File: src/tes_pkg.sv
package tes_pkg;

    localparam int MAX_ROWS_DEF = 1024;

    localparam int COORD_W     = 16;
    localparam int ROW_COUNT_W = 11;
    localparam int ROW_INDEX_W = 10;
    localparam int REQ_W       = 2;
    localparam int DELTA_W     = COORD_W + 1;
    localparam int D_W         = COORD_W + 4;

    localparam logic [ROW_COUNT_W-1:0] ROW_COUNT_RST = 11'd1024;

    localparam logic [REQ_W-1:0] REQ_CLEAR = 2'd0;
    localparam logic [REQ_W-1:0] REQ_EDGE  = 2'd1;
    localparam logic [REQ_W-1:0] REQ_READ  = 2'd2;

    typedef logic signed [COORD_W-1:0] coord_t;

    typedef struct packed {
        logic                        filled;
        logic signed [COORD_W-1:0]   left;
        logic signed [COORD_W-1:0]   right;
    } span_t;

    typedef struct packed {
        logic load;
        logic init;
        logic step;
    } walk_cmd_t;

    typedef struct packed {
        logic signed [COORD_W-1:0] x;
        logic signed [COORD_W-1:0] y;
        logic                      at_end;
    } walk_stat_t;

    typedef enum logic [3:0] {
        ST_SWEEP,
        ST_IDLE,
        ST_CLEAR,
        ST_INIT,
        ST_PT_RD,
        ST_PT_WR,
        ST_RD_DATA,
        ST_DONE
    } state_t;

endpackage

File: src/tes_walker.sv
module tes_walker (
    input  logic                clk,
    input  tes_pkg::walk_cmd_t  cmd,
    input  tes_pkg::coord_t     xa,
    input  tes_pkg::coord_t     ya,
    input  tes_pkg::coord_t     xb,
    input  tes_pkg::coord_t     yb,
    output tes_pkg::walk_stat_t stat
);
    import tes_pkg::*;

    coord_t                    x_reg;
    coord_t                    y_reg;
    coord_t                    yb_reg;
    logic                      sx_neg_reg;
    logic                      sy_neg_reg;
    logic [DELTA_W-1:0]        dx_reg;
    logic [DELTA_W-1:0]        dy_reg;
    logic                      steep_reg;
    logic signed [D_W-1:0]     step_e_reg;
    logic signed [D_W-1:0]     step_ne_reg;
    logic signed [D_W-1:0]     d_reg;

    logic signed [DELTA_W-1:0] diff_x;
    logic signed [DELTA_W-1:0] diff_y;
    logic [DELTA_W-1:0]        abs_x;
    logic [DELTA_W-1:0]        abs_y;
    logic signed [D_W-1:0]     dx_ext;
    logic signed [D_W-1:0]     dy_ext;
    logic                      steep;
    logic signed [D_W-1:0]     addend;
    logic                      d_le_zero;
    coord_t                    x_adv;
    coord_t                    y_adv;

    always_comb
    begin
        diff_x = $signed({xb[COORD_W-1], xb}) - $signed({xa[COORD_W-1], xa});
        diff_y = $signed({yb[COORD_W-1], yb}) - $signed({ya[COORD_W-1], ya});
        abs_x  = diff_x[DELTA_W-1] ? DELTA_W'(-diff_x) : DELTA_W'(diff_x);
        abs_y  = diff_y[DELTA_W-1] ? DELTA_W'(-diff_y) : DELTA_W'(diff_y);
        dx_ext = $signed(D_W'(dx_reg));
        dy_ext = $signed(D_W'(dy_reg));
        steep  = dy_reg > dx_reg;
    end

    // shared step adder
    always_comb
    begin
        d_le_zero = d_reg <= 0;
        addend    = d_le_zero ? step_e_reg : step_ne_reg;
        x_adv     = sx_neg_reg ? x_reg - 16'sd1 : x_reg + 16'sd1;
        y_adv     = sy_neg_reg ? y_reg - 16'sd1 : y_reg + 16'sd1;
    end

    always_ff @(posedge clk)
    begin
        if (cmd.load)
        begin
            x_reg      <= xa;
            y_reg      <= ya;
            yb_reg     <= yb;
            sx_neg_reg <= xa > xb;
            sy_neg_reg <= ya > yb;
            dx_reg     <= abs_x;
            dy_reg     <= abs_y;
        end
        else if (cmd.init)
        begin
            steep_reg <= steep;
            if (steep)
            begin
                step_e_reg  <= dx_ext <<< 1;
                step_ne_reg <= (dx_ext - dy_ext) <<< 1;
                d_reg       <= (dx_ext <<< 1) - dy_ext;
            end
            else
            begin
                step_e_reg  <= dy_ext <<< 1;
                step_ne_reg <= (dy_ext - dx_ext) <<< 1;
                d_reg       <= (dy_ext <<< 1) - dx_ext;
            end
        end
        else if (cmd.step)
        begin
            d_reg <= d_reg + addend;
            if (d_le_zero)
            begin
                if (steep_reg)
                begin
                    y_reg <= y_adv;
                end
                else
                begin
                    x_reg <= x_adv;
                end
            end
            else
            begin
                x_reg <= x_adv;
                y_reg <= y_adv;
            end
        end
    end

    assign stat.x      = x_reg;
    assign stat.y      = y_reg;
    assign stat.at_end = y_reg == yb_reg;

endmodule

File: config.mk
export PLATFORM = sky130hd
export DESIGN_NAME = tes_walker
export DESIGN_NICKNAME = d
export VERILOG_FILES = /design/src/tes_pkg.sv /design/src/tes_walker.sv
export SDC_FILE = /design/constraint.sdc
export NUM_CORES = 1
export LEC_CHECK = 0
export ABC_AREA = 0
export BUFFER_PORTS_ARGS = -buffer_cell sky130_fd_sc_hd__buf_4
export CAP_MARGIN = 40
export CORE_ASPECT_RATIO = 1.25
export CORE_MARGIN = 5
export CORE_UTILIZATION = 45
export CTS_BUF_LIST = sky130_fd_sc_hd__clkbuf_8 sky130_fd_sc_hd__clkbuf_16
export CTS_CLUSTER_DIAMETER = 200
export DETAILED_ROUTE_END_ITERATION = 16
export SLEW_MARGIN = 30
export SYNTH_ARGS = -nofsm -noshare
export SYNTH_HDL_FRONTEND = slang
export SYNTH_SLANG_ARGS = --single-unit
File: constraint.sdc
create_clock -name clk -period 5.1 [get_ports clk]
set_input_delay 0 -clock clk [delete_from_list [all_inputs] [get_ports clk]]
set_output_delay 0 -clock clk [all_outputs]
set_load 0.02 [all_outputs]
# Word-level counts from Yosys, hierarchy flattened
# Index checks and enable logic that the tools add are counted.
[word_totals] elab_cells=61 input_bits=68 regBits=145
[op_classes] order_cmp=4 reduce_logical=6 n_eq_ne=4 add_sub_neg=13 n_mux=20 bitwise=1
[op_table] operator="two-way mux 16 bit" n=14
[op_table] operator="two-way mux 20 bit" n=5
[op_table] operator="subtractor 18 x 17 -> 19 bit" n=2
[op_table] operator="subtractor 17 x 17 -> 18 bit" n=2
[op_table] operator="negator 17 bit" n=2
[op_table] operator="subtractor 16 x 16 -> 17 bit" n=2
[op_table] operator="adder 16 x 2 -> 16 bit, second input constant" n=2
[op_table] operator="> comparator 16 bit" n=2
[op_table] operator="subtractor 16 x 2 -> 16 bit, second input constant" n=2
[op_table] operator="adder 20 bit" n=1
[op_table] operator="less-or-equal comparator 20 x 1 -> 1 bit, second input constant" n=1
[op_table] operator="two-way mux 18 bit" n=1
[op_table] operator="> comparator 17 bit" n=1
[op_table] operator="equality test 16 bit" n=1
[op_table] operator="!= test 3 bit, second input constant" n=2
[op_table] operator="AND reduction 3 bit" n=2
[op_table] operator="AND reduction 2 bit" n=2
[op_table] operator="nonzero test 2 bit" n=2
[op_table] operator="!= test 2 x 1 -> 1 bit, second input constant" n=1
[op_table] operator="NOT 1 bit" n=1

# Depth between registers and ports, before layout
[depth] ltp_word=7 depth_mapped=16 depth_no_buf=15

# Least setup slack after synthesis
# OpenSTA, ideal clock, no wires.
[synth_path] kind="flip-flop to flip-flop" from="register d_reg[11]" to="register d_reg[18] (data pin)" slack_ps=946 setup_time_ps=258 period_less_slack_ps=4154 arrival_time_ps=3896 n_path_buf=1 path_stages_with_launch=16 required_ps=4842 cell_sequence="edfxtp_1 > nor4_1 > nand4_1 > o41ai_1 > clkbuf_1 > mux2_2 > ha_1 > a21o_1 > a21oi_1 > o21ai_0 > o311ai_0 > a21boi_0 > o41a_1 > a41oi_1 > mux2i_1 > nor3_1"
[synth_via] elab_chain_cells=5
[synth_lines] element="start: declaration" line_no="tes_walker.sv:22" source="logic signed [D_W-1:0] d_reg;"
[synth_lines] element="start signal: assignment" line_no="tes_walker.sv:75" source="d_reg <= (dx_ext <<< 1) - dy_ext;"
[synth_lines] element="start signal: assignment" line_no="tes_walker.sv:81" source="d_reg <= (dy_ext <<< 1) - dx_ext;"
[synth_lines] element="start signal: assignment" line_no="tes_walker.sv:86" source="d_reg <= d_reg + addend;"
[synth_lines] element="less-or-equal comparator 20 x 1 -> 1 bit" line_no="tes_walker.sv:50" source="d_le_zero = d_reg <= 0;"
[synth_lines] element="two-way mux 20 bit" line_no="tes_walker.sv:51" source="addend = d_le_zero ? step_e_reg : step_ne_reg;"
[synth_lines] element="adder 20 bit *" line_no="tes_walker.sv:86"
[synth_lines] element="two-way mux 20 bit *" line_no="tes_walker.sv:84" source="else if (cmd.step)"
[synth_lines] element="two-way mux 20 bit *" line_no="tes_walker.sv:68" source="else if (cmd.init)"
# Mark *: on every way between the ends. The rest lies on a longest branch, timed or not. The select of a mux whose other input is x is not followed.
# A chain may end at the register's enable or synchronous reset.

# Worst setup path after layout
[layout_path] from="register d_reg[2]" to="register d_reg[18] (data pin)"
# The elaborated chain is that of the path after synthesis.

==> metrics.md <==
| Metric | Value |
|---|---|
| Most common cell after layout, fill and taps aside | ha_1 |
| Routed WL per cell | 17.32 um |
| Crit end category | register |
| CP Max Fanout | 6 |
| Die area | 32,240 um^2 |
| Final-layout fill cell count | 2,586 |
| Internal power | 0.004181 W |
| Die W | 161.6 um |
| Multi-input logic area | 8167 um^2 |
| Post-synthesis sequential area ratio | 32.52% |
| RR Endpoint | d_reg[18] |
| CP Launch Point | d_reg[2] |
| Status | completed |
| GRT Total Usage | 20.99% |
| Synth top area share | 32.52% |
| Metal-1 WL | 14,720 um |
| Leak | 6.474 nW |
| R2R cell count | 15 |
| Yosys cell types | 68 |
| Port Buffers | 100 |
| Top routing layer used | met4 |
| Final ANT Viol Nets | 0 |
| Initial antenna violation count | 0 |
| Psw | 0.003045 W |
| H-Tree Depth | 4 |
| Drt drc | 0 |
| WHS Endpoint | sx_neg_reg |
| Sequential power share | 26.3% |
| Final worst path period need | 4.821 ns |
| Setup Skew | 0.01278 ns |
| Post-synth ARST share | 0% |
| Max FFs per register | 20 |
| Worst Tran Pin Value | 0.7518 ns |
| Final slew viol count | 0 |
| Top cells by area, synth | edfxtp_1 (33%), ha_1 (14%), xnor2_1 (5.8%) |
| Inserted Diodes | 0 |
| Period utilisation layout | 94.53% |
| Leading area contributor after synthesis | edfxtp_1 |
| Worst EP arrival | 4.99 ns |
| Critical path type | reg -> reg |
| Reg2reg start | d_reg[2] |
| Area Growth Syn to Fin | 17.11% |
| Yosys warning count | 0 |
| Hold WS | 0.03948 ns |
| Layout cell share with drive strength beyond 1 | 11.46% |
| Chip Height | 199.5 um |
| Routed wl met2 | 16,420 um |
| Hold Crit Depth | 3 |
| CTS resizes | 0 |
| Final nets | 1,784 |
| Dpl hpwl | 26,580 um |
| Row count | 69 |
| Final Hold Fails | 0 |
| Hold Path Class | in -> reg |
| Initial Util | 45.52% |
| Worst slew margin | 49.88% |
| Unrepaired setup endpoints after global routing | no |
| FF/Latch Area | 4204 um^2 |
| Max Cap Viol | 0 |
| Clock network power share | 17.7% |
| Average instance area after synthesis | 9.098 um^2 |
| Drt initial violations | 598 |
| Mapped Cells | 1,421 |
| Required @ worst endpoint | 5.26 ns |
| Final setup fails | 0 |
| Switching part of the total power | 42.14% |
| Worst-path clk slew | 0.07 ns |
| Post-Route WL | 33,360 um |
| Critical Path Source Type | register |
| Vias | 10,910 |
| Reg2Reg Setup Slack | 0.28 ns |
| First-pass GRT wire length | 54,780 um |
| Clock buffer count from CTS | 17 |
| Clk_lat worst skew | 0.43 ns |
| Ys flop type | edfxtp_1 |
| Commonest non-fill, non-tap cells in the layout | ha_1 (148), edfxtp_1 (140), o21ai_0 (125), a21oi_1 (117), nand2_1 (116) |
| #FFs+latches synth | 140 |
| Setup_tns | 0 ns |
| Maximum VDD drop | 0.2710 mV |
| Routed vias/inst | 5.666 |
| Total gr overflow | 0 |
| P per Cell Area | 477.2 nW/um^2 |
| Root buf cell | clkbuf_16 |
| Largest net degree at the start of global routing | 82 |
| CTS tree | yes |
| Core ar. | 28,400 um^2 |
| Net Count, Synth | 1,646 |
| Io pins | 101 |
| GPL Wtd Cong | 0.9466 |
| Post-synth EDFFs | 140 |
| First-pass DRT Iterations | 5 |
| Min-delay src | xb[15] |
| Clock tree buffer depth | 2 |
| TritonCTS Sinks | 140 |
| Peak Freq | 207.4 MHz |
| Met3 WL | 1319 um |
| Synthesized area | 12,930 um^2 |
| Vias in the first global route | 10,950 |
| Comb pwr share | 56.0% |
[synth_stat cells (4+ instances only)]
library cell,number
o211ai_1,16
xnor2_1,85
edfxtp_1,140
mux2_2,21
ha_1,148
and2_1,6
a31oi_1,18
a21oi_2,4
nand3b_1,6
o31ai_1,7
clkbuf_1,31
a211oi_1,19
fa_1,9
mux2i_1,13
a21boi_0,6
o31a_1,5
a211o_1,5
o21a_1,19
nor3_1,13
a21o_1,39
a31o_2,7
xor2_1,61
nor2_1,92
nor2b_1,24
nand3_1,19
nand2b_1,23
o21bai_1,12
inv_1,108
nand4_1,16
and3_1,12
a21oi_1,117
nand2_1,116
o21ai_0,125
nor4_1,8
a41oi_1,6
or3_1,8
buf_2,4
[logic make-up (layout without fill, tap and decap cells)]
group	after synthesis	in the layout	share of synthesized area, %
AOI/OAI and AO/OA	439	439	21.41
xor gates and xnor gates	146	146	9.891
and+or+nand+nor	357	357	13.24
muxes	34	34	2.836
buffers and inverters	148	298	4.394
DFF	140	140	32.52
adders and majority gates	157	157	15.72
[layer usage]
metal,GRT usage [%],vias to the layer above
met3,3.218,58
met2,37.16,278
met1,26.30,5113
met5,0,-
li1,-,5463
met4,6.890,0
[per-stage QoR]
stage	util, %	power [W]	setup WS, ns	std cells	instance area [um^2]
2_1_floorplan	-	0.004876	0.9460	1421	12930
3_3_place_gp	49.45	0.005855	0.3101	1847	14050
3_5_place_dp	49.45	0.005890	0.3005	1847	14050
4_1_cts	53.21	0.007232	0.2664	1925	15110
5_1_grt	53.31	0.007790	0.01798	1926	15140
6_report	53.31	0.007226	0.2790	1926	15140
[worst max path at each step]
| stage | end | cells after the start |
|---|---|---|
| 5_1_grt | d_reg[18] | 15 |
| 2_1_floorplan | d_reg[18] | 15 |
| 3_5_place_dp | d_reg[18] | 15 |
| 3_3_place_gp | d_reg[18] | 15 |
| 6_report | d_reg[18] | 15 |
| 4_1_cts | d_reg[18] | 15 |
[critical path, cell delays in order, from the launching register on]
cell and delay, ns:
edfxtp_1 0.44, nor4_1 0.58, nand4_1 0.20, o41ai_2 0.29, buf_4 0.23, mux2_2 0.37
ha_1 0.28, a21o_1 0.18, a21oi_1 0.22, o21ai_0 0.23, o311ai_0 0.35, a21boi_0 0.19
o41a_1 0.39, a41oi_1 0.31, mux2i_1 0.22, nor3_1 0.07
[repair_timing]
action                                 CTS  global route
setup buffers                            0             0
setup endpoints to repair                0             0
endpoints found under the hold margin   47             0
hold buffers                            47             0
[power by group through the flow]
stage	Clock, W	Combinational, W	Sequential [W]
global route	0.00135	0.00451	0.00193
CTS	0.00130	0.00402	0.00191
floorplan	0	0.00297	0.00191
detailed placement	0	0.00396	0.00193
finish	0.00128	0.00405	0.00190
global placement	0	0.00393	0.00193
[area by class of cell]
cell class	instances	area share [%]
Multi-Input combinational cell	1133	53.94
Sequential cell	140	27.77
Timing Repair Buffer	157	8.693
Tap cell	355	2.934
Clock buffer	17	2.810
Inverter	110	2.727
Clock inverter	14	1.132
(Power assumes the default switching activity.)
