$ cat src/tes_pkg.sv
package tes_pkg;

    localparam int MAX_ROWS_DEF = 1024;

    localparam int COORD_W     = 16;
    localparam int ROW_COUNT_W = 11;
    localparam int ROW_INDEX_W = 10;
    localparam int REQ_W       = 2;
    localparam int DELTA_W     = COORD_W + 1;
    localparam int D_W         = COORD_W + 4;

    localparam logic [ROW_COUNT_W-1:0] ROW_COUNT_RST = 11'd1024;

    localparam logic [REQ_W-1:0] REQ_CLEAR = 2'd0;
    localparam logic [REQ_W-1:0] REQ_EDGE  = 2'd1;
    localparam logic [REQ_W-1:0] REQ_READ  = 2'd2;

    typedef logic signed [COORD_W-1:0] coord_t;

    typedef struct packed {
        logic                        filled;
        logic signed [COORD_W-1:0]   left;
        logic signed [COORD_W-1:0]   right;
    } span_t;

    typedef struct packed {
        logic load;
        logic init;
        logic step;
    } walk_cmd_t;

    typedef struct packed {
        logic signed [COORD_W-1:0] x;
        logic signed [COORD_W-1:0] y;
        logic                      at_end;
    } walk_stat_t;

    typedef enum logic [3:0] {
        ST_SWEEP,
        ST_IDLE,
        ST_CLEAR,
        ST_INIT,
        ST_PT_RD,
        ST_PT_WR,
        ST_RD_DATA,
        ST_DONE
    } state_t;

endpackage

$ cat src/tes_ctrl.sv
module tes_ctrl #(
    parameter int MAX_ROWS = tes_pkg::MAX_ROWS_DEF
) (
    input  logic                                clk,
    input  logic                                rst_n,
    input  logic [tes_pkg::ROW_COUNT_W-1:0]     row_count,
    input  logic                                in_valid,
    output logic                                in_ready,
    input  logic [tes_pkg::REQ_W-1:0]           req_type,
    input  logic [tes_pkg::ROW_INDEX_W-1:0]     row_index,
    output tes_pkg::walk_cmd_t                  walk_cmd,
    input  tes_pkg::walk_stat_t                 walk_stat,
    output logic                                mem_we,
    output logic [$clog2(MAX_ROWS)-1:0]         mem_waddr,
    output tes_pkg::span_t                      mem_wdata,
    output logic [$clog2(MAX_ROWS)-1:0]         mem_raddr,
    input  tes_pkg::span_t                      mem_rdata,
    input  logic                                res_ready,
    output logic                                res_push,
    output tes_pkg::span_t                      res
);
    import tes_pkg::*;

    localparam int AW = $clog2(MAX_ROWS);
    localparam logic [AW-1:0] LAST_ROW = AW'(MAX_ROWS - 1);

    state_t        state_reg;
    state_t        state_next;
    logic [AW-1:0] clr_addr_reg;
    logic [AW-1:0] clr_addr_next;
    span_t         res_reg;
    span_t         res_next;
    logic          rd_ok_reg;
    logic          rd_ok_next;

    logic [AW-1:0] row_y;
    logic          y_ok;
    logic          index_ok;
    span_t         merged;

    always_comb
    begin
        row_y    = walk_stat.y[AW-1:0];
        y_ok     = !walk_stat.y[COORD_W-1]
                   && ($unsigned(walk_stat.y) < 16'(row_count))
                   && ($unsigned(walk_stat.y) < 16'(MAX_ROWS));
        index_ok = 16'(row_index) < 16'(MAX_ROWS);

        merged.filled = 1'b1;
        if (!mem_rdata.filled)
        begin
            merged.left  = walk_stat.x;
            merged.right = walk_stat.x;
        end
        else
        begin
            merged.left  = (walk_stat.x < mem_rdata.left)  ? walk_stat.x : mem_rdata.left;
            merged.right = (walk_stat.x > mem_rdata.right) ? walk_stat.x : mem_rdata.right;
        end
    end

    always_comb
    begin
        state_next    = state_reg;
        clr_addr_next = clr_addr_reg;
        res_next      = res_reg;
        rd_ok_next    = rd_ok_reg;
        in_ready      = 1'b0;
        walk_cmd      = '0;
        mem_we        = 1'b0;
        mem_waddr     = clr_addr_reg;
        mem_wdata     = '0;
        mem_raddr     = row_y;
        res_push      = 1'b0;

        unique case (state_reg)
            ST_SWEEP:
            begin
                mem_we = 1'b1;
                if (clr_addr_reg == LAST_ROW)
                begin
                    clr_addr_next = '0;
                    state_next    = ST_IDLE;
                end
                else
                begin
                    clr_addr_next = clr_addr_reg + 1'b1;
                end
            end
            ST_IDLE:
            begin
                in_ready  = 1'b1;
                mem_raddr = AW'(row_index);
                if (in_valid)
                begin
                    walk_cmd.load = 1'b1;
                    res_next      = '0;
                    rd_ok_next    = index_ok;
                    unique case (req_type)
                        REQ_CLEAR: state_next = ST_CLEAR;
                        REQ_EDGE:  state_next = ST_INIT;
                        REQ_READ:  state_next = ST_RD_DATA;
                        default:   state_next = ST_DONE;
                    endcase
                end
            end
            ST_CLEAR:
            begin
                mem_we = 1'b1;
                if (clr_addr_reg == LAST_ROW)
                begin
                    clr_addr_next = '0;
                    state_next    = ST_DONE;
                end
                else
                begin
                    clr_addr_next = clr_addr_reg + 1'b1;
                end
            end
            ST_INIT:
            begin
                walk_cmd.init = 1'b1;
                state_next    = ST_PT_RD;
            end
            ST_PT_RD:
            begin
                if (y_ok)
                begin
                    state_next = ST_PT_WR;
                end
                else if (walk_stat.at_end)
                begin
                    state_next = ST_DONE;
                end
                else
                begin
                    walk_cmd.step = 1'b1;
                end
            end
            ST_PT_WR:
            begin
                mem_we    = 1'b1;
                mem_waddr = row_y;
                mem_wdata = merged;
                if (walk_stat.at_end)
                begin
                    state_next = ST_DONE;
                end
                else
                begin
                    walk_cmd.step = 1'b1;
                    state_next    = ST_PT_RD;
                end
            end
            ST_RD_DATA:
            begin
                if (rd_ok_reg && mem_rdata.filled)
                begin
                    res_next = mem_rdata;
                end
                state_next = ST_DONE;
            end
            ST_DONE:
            begin
                if (res_ready)
                begin
                    res_push   = 1'b1;
                    state_next = ST_IDLE;
                end
            end
            default:
            begin
                state_next = ST_IDLE;
            end
        endcase
    end

    always_ff @(posedge clk or negedge rst_n)
    begin
        if (!rst_n)
        begin
            state_reg    <= ST_SWEEP;
            clr_addr_reg <= '0;
        end
        else
        begin
            state_reg    <= state_next;
            clr_addr_reg <= clr_addr_next;
        end
    end

    always_ff @(posedge clk)
    begin
        res_reg   <= res_next;
        rd_ok_reg <= rd_ok_next;
    end

    assign res = res_reg;

endmodule

$ cat config.mk
export PLATFORM = sky130hd
export DESIGN_NAME = tes_ctrl
export DESIGN_NICKNAME = d
export VERILOG_FILES = /design/src/tes_pkg.sv /design/src/tes_ctrl.sv
export SDC_FILE = /design/constraint.sdc
export NUM_CORES = 1
export LEC_CHECK = 0
export CAP_MARGIN = 30
export CORE_UTILIZATION = 50
export DETAILED_ROUTE_END_ITERATION = 8
export DONT_BUFFER_PORTS = 1
export GPL_TIMING_DRIVEN = 0
export PLACE_DENSITY_LB_ADDON = 0.25
export SKIP_LAST_GASP = 1
export SLEW_MARGIN = 20
export SYNTH_ARGS = -nofsm -noshare
export SYNTH_HDL_FRONTEND = slang
export SYNTH_SLANG_ARGS = --single-unit
export TNS_END_PERCENT = 50
$ cat constraint.sdc
create_clock -name clk -period 2.4 [get_ports clk]
set_input_delay 0.24 -clock clk [delete_from_list [all_inputs] [get_ports clk]]
set_output_delay 0.24 -clock clk [all_outputs]
set_load 0.005 [all_outputs]
# Word-level counts from Yosys, hierarchy flattened
# Index checks and enable logic that the tools add are counted.
# classes
magnitude_cmp	4
addsub	1
n_eq_ne	16
mul	0
bitwise_logic	0
shift	0
muxes	29
div_mod_pow	0
reduce_logical	10
# ops
operator	count
$mux W33	3
$pmux W33 S2	1
$mux W16	2
$mux W32	1
$pmux W4 S8	1
$mux W10	3
$mux W4	6
$eq A4 B3 Y1 const B	4
$gt A16 B16 Y1	1
$lt A16 B11 Y1	1
$lt A16 B11 Y1 const B	1
$lt A16 B16 Y1	1
$add A10 B1 Y10 const B	1
$eq A10 B10 Y1 const B	1
$ne A2 B2 Y1 const B	5
$mux W1	9
$pmux W3 S3	1
$eq A4 B2 Y1 const B	2
$reduce_and A5 Y1	1
$eq A4 B1 Y1 const B	1
$logic_not A4 Y1	1
$ne A3 B3 Y1 const B	1
$reduce_and A3 Y1	1
$reduce_or A3 Y1	1
9 further kinds	10
# totals
romBits	0
latchBits	0
inputBits	93
mem_bits_rw	0
memories	0
register_bits	47
wordCells	65

# Logic depth before layout (Yosys ltp)
# depth
word_depth	5
depth_mapped	10
depth_no_buf	8

# Worst setup path before layout
# Ideal clock, no wire load.
# synth_timing
path_kind	input port to output port
start	input port mem_rdata[22] in the netlist's numbering
end	output port mem_wdata[22] in the netlist's numbering
path_stages	10
required_time_ns	2.160
path_buffers	2
t_arrival_ns	2.063
path_slack_ns	0.097
cell_sequence	inv_1 ha_1 and3_4 a221o_1 a221oi_2 o21ai_1 a41o_1 buf_6 buf_12 mux2i_1
# synth_lines
element	line	rtl
start: declaration	tes_ctrl.sv:17	input tes_pkg::span_t mem_rdata,
end: declaration	tes_ctrl.sv:15	output tes_pkg::span_t mem_wdata,

==> run_results.csv <==
group,metric,value,unit
critical_path,cp.required,2160,ps
logic_synthesis,synthesis.area_per_instance,9.09,µm²
logic_synthesis,synthMostInstantiatedCell,"nand2_1",
drt,totalWireLength,10600,µm
critical_path,path_class,"input port to output pin",
critical_path,r2r-start,"state_reg[0]$_DFFE_PN0P_",
global_route,antenna_found_initial,0,
cts,tritoncts.num_buffers,5,
pwr,peakVddDrop,0.734,mV
sta,timing.final.hold_violations,0,
global_route,grt.overflow.total,0,
flow_run,maxCapViolations,0,
sta,max-slew-margin-rel,56.6,%
sta,rsz0062_at_grt,"yes",
global_route,vias_in_the_first_global_route,2969,
drt,route.detailed.drc,0,
logic_synthesis,synth.top_cells.by_area,"edfxtp_1, ha_1, mux2i_1",
cts,clock_tree.buffer_depth,2,
global_route,global_route_wire_length_before_repair,14400,µm
pwr,power.density_cell_area,766,nW/µm²
logic_synthesis,synth.ff_latch_count,46,
sta,hold-worst-slack,45.4,ps
critical_path,reg2reg_depth,5,
cts,clock-root-buffer,"clkbuf_8",
drt,via_per_inst,5.84,
logic_synthesis,postSynth.asyncResetShare,28.3,%
pwr,netSwitchingPower,1440,µW
finish,final-instance-count-excl-fill,535,
min_path,holdCritStartpoint,"res_ready",
critical_path,critical_path_arrival,2180,ps
critical_path,regToRegEndpoint,"res[18]$_SDFFCE_PN0P_",
place,post_dp_cell_area,3950,µm²
critical_path,timing.reg2reg.setup_slack,340,ps
cts,worstSkewPairLatency,290,ps
cts,cts_tree,"done",
logic_synthesis,synth-edff-count,33,
pwr,post_layout_total_power,3560,µW
critical_path,path_buf_inv,2,
pwr,power_frac_seq,32.6,%
critical_path,crit_path_cell_trace,"ha_4 -> and3_4 -> a221o_1 -> a221oi_2 -> o21ai_1 -> a41o_1 -> buf_6 -> clkbuf_16 -> mux2i_4",
pwr,cellInternalPower,2120,µW
floorplanning,rows,31,
status,violations,"setup timing",
global_route,use_met3,4.62,%
finish,largest_register_ffs,33,
global_route,global_route.peak_usage_layer,"met2",
critical_path,cp_top_family,"compound AO/OA/AOI/OAI gates",
logic_synthesis,synthFlopType,"edfxtp_1",
global_route,grt_usage,23.9,%
sta,final.period_utilization,101,%
place,numPlacedInstances,520,
status,outcome,"finished, violations left",
drt,drt_first_iter_violations,112,
floorplanning,design.die.area,8010,µm²
critical_path,worstSetupPathDepth,9,
pwr,leakage_power_total,0.00194,µW
logic_synthesis,cell_count_after_synthesis,421,
min_path,holdCritPathClass,"input port to flop",
sta,finalSetupViolations,5,
sta,fin_crit,2420,ps
finish,postLayoutCellArea,4650,µm²
global_route,groute.layer.met2.usage,40.9,%
floorplanning,fp.coreArea,7330,µm²
floorplanning,io_pins,185,
drt,via_count,3124,
place,dp_hpwl,7550,µm
floorplanning,initial_utilization,52.2,%
logic_synthesis,synth.net_count,556,
sta,tightestPinTransition,649,ps
critical_path,crit_path_max_fanout,5,
finish,drive_above_1_share,22.7,%
logic_synthesis,synth_top_area_share,25.9,%
logic_synthesis,yosys_warnings,0,
drt,drt_pass_1_iters,4,
logic_synthesis,synthesis.area,3830,µm²
logic_synthesis,synth.top_cells.by_count,"nand2_1, inv_1, ha_1",
finish,antenna_cells,0,
cts,cts-htree-levels,2,
finish,final_net_count,570,
drt,avgRoutedWirePerCell,19.8,µm
drt,drt.antenna.violating_nets,0,
min_path,hold_depth,1,
pwr,clock_power_share,16.3,%
finish,final_util,63.5,%
min_path,hold_worst_path_end,"state_reg[2]$_DFFE_PN0P_",
critical_path,critical-path-max-stage-delay,400,ps
place,port_buffers,0,
pwr,netSwitchingFraction,40.4,%
sta,maxSlewViolCount,0,
global_route,grt_max_degree,34,
finish,area.growth.synth_to_final,21.5,%
place,finalWeightedCongestion,0.840,
logic_synthesis,synth.distinct_cells,48,
sta,finalWorstSetupSlack,-24.4,ps
sta,fin_skew,5.17,ps
cts,cts.clk_slew.worst_paths,80,ps
critical_path,slowest_stage,"a221o_1",
floorplanning,die_x,89.5,µm
logic_synthesis,synthDominantAreaCellType,"edfxtp_1",
pwr,combPwrFrac,51.1,%
logic_synthesis,ys_seq_area_share,34.4,%
critical_path,worst_setup_path_start_kind,"input port",
floorplanning,die_span_y,89.5,µm
cts,cts.sinks,46,
sta,timing_limited_maximum_frequency,0.412,GHz
global_route,global_route.usage.met1,31.4,%
critical_path,crit_path_end_kind,"output pin",
worst max path at each step:
| stage | end | slack [ps] | start |
|---|---|---|---|
| 6_report | mem_wdata[25] | -20 | walk_stat[24] |
| 5_1_grt | mem_wdata[22] | -100 | walk_stat[24] |
| 4_1_cts | mem_wdata[11] | 4 | mem_rdata[15] |
| 3_5_place_dp | mem_wdata[11] | -300 | mem_rdata[7] |
| 3_3_place_gp | res[23]$_SDFFCE_PN0P_ | -370 | state_reg[0]$_DFFE_PN0P_ |
| 2_1_floorplan | mem_wdata[22] | 100 | mem_rdata[22] |
metrics by stage:
stage          worst slack, ps  TNS (ps)
2_1_floorplan             97.0         0
3_3_place_gp              -370    -15750
3_5_place_dp              -305     -5460
4_1_cts                   3.69         0
5_1_grt                  -95.7     -1840
6_report                 -24.4     -97.6
timing repair:
item / in CTS / in global routing
setup buffers: 3 / 2
hold buffers: 1 / 0
gates cloned: 0 / 2
gates resized for setup: 28 / 65
endpoints found under the hold margin: 13 / 0
pin swaps: 7 / 17
setup endpoints to repair: 83 / 80
cells in the final DEF (no fill, tap or decap), drive strengths merged, types with 7 or more instances in the layout:
master / instances
a21o: 7
a21oi: 13
and2: 33
buf: 10
clkbuf: 22
dfrtp: 13
edfxtp: 33
ha: 42
inv: 49
mux2: 19
mux2i: 33
nand2: 69
nand3: 7
nand4: 7
nor2: 16
o21ai: 11
cell families after synthesis:
family	after synthesis	share of synthesized area, %
AND/OR/NAND/NOR	153	19.2
buffers and inverters	68	7.42
AO/OA/AOI/OAI	54	9.64
multiplexers	52	14.2
flip-flops	46	34.4
adder cells (fa/ha/maj)	42	13.7
XOR/XNOR	6	1.37
per-layer routing:
layer / wire length [µm] / up-vias
li1: - / 1482
met1: 4700 / 1511
met2: 5170 / 122
met3: 621 / 9
met4: 121 / 0
met5: 0 / -
power by group through the flow:
stage / Clock (µW) / Sequential (µW) / Combinational (µW)
after floorplan: 0 / 1150 / 1140
after global placement: 0 / 1180 / 1430
after detailed placement: 0 / 1180 / 1480
after CTS: 588 / 1160 / 1580
after global routing: 621 / 1180 / 1980
final: 582 / 1160 / 1820
final cells by class:
class | count | area [µm²]
sequential | 46 | 1320
fill | 597 | 2680
timing repair buffer | 8 | 123
buffer | 18 | 138
inverter | 49 | 191
tap | 99 | 124
clock buffer | 7 | 76.3
multi-input combinational | 307 | 2650
clock inverter | 1 | 30.0
(Power assumes the default switching activity.)
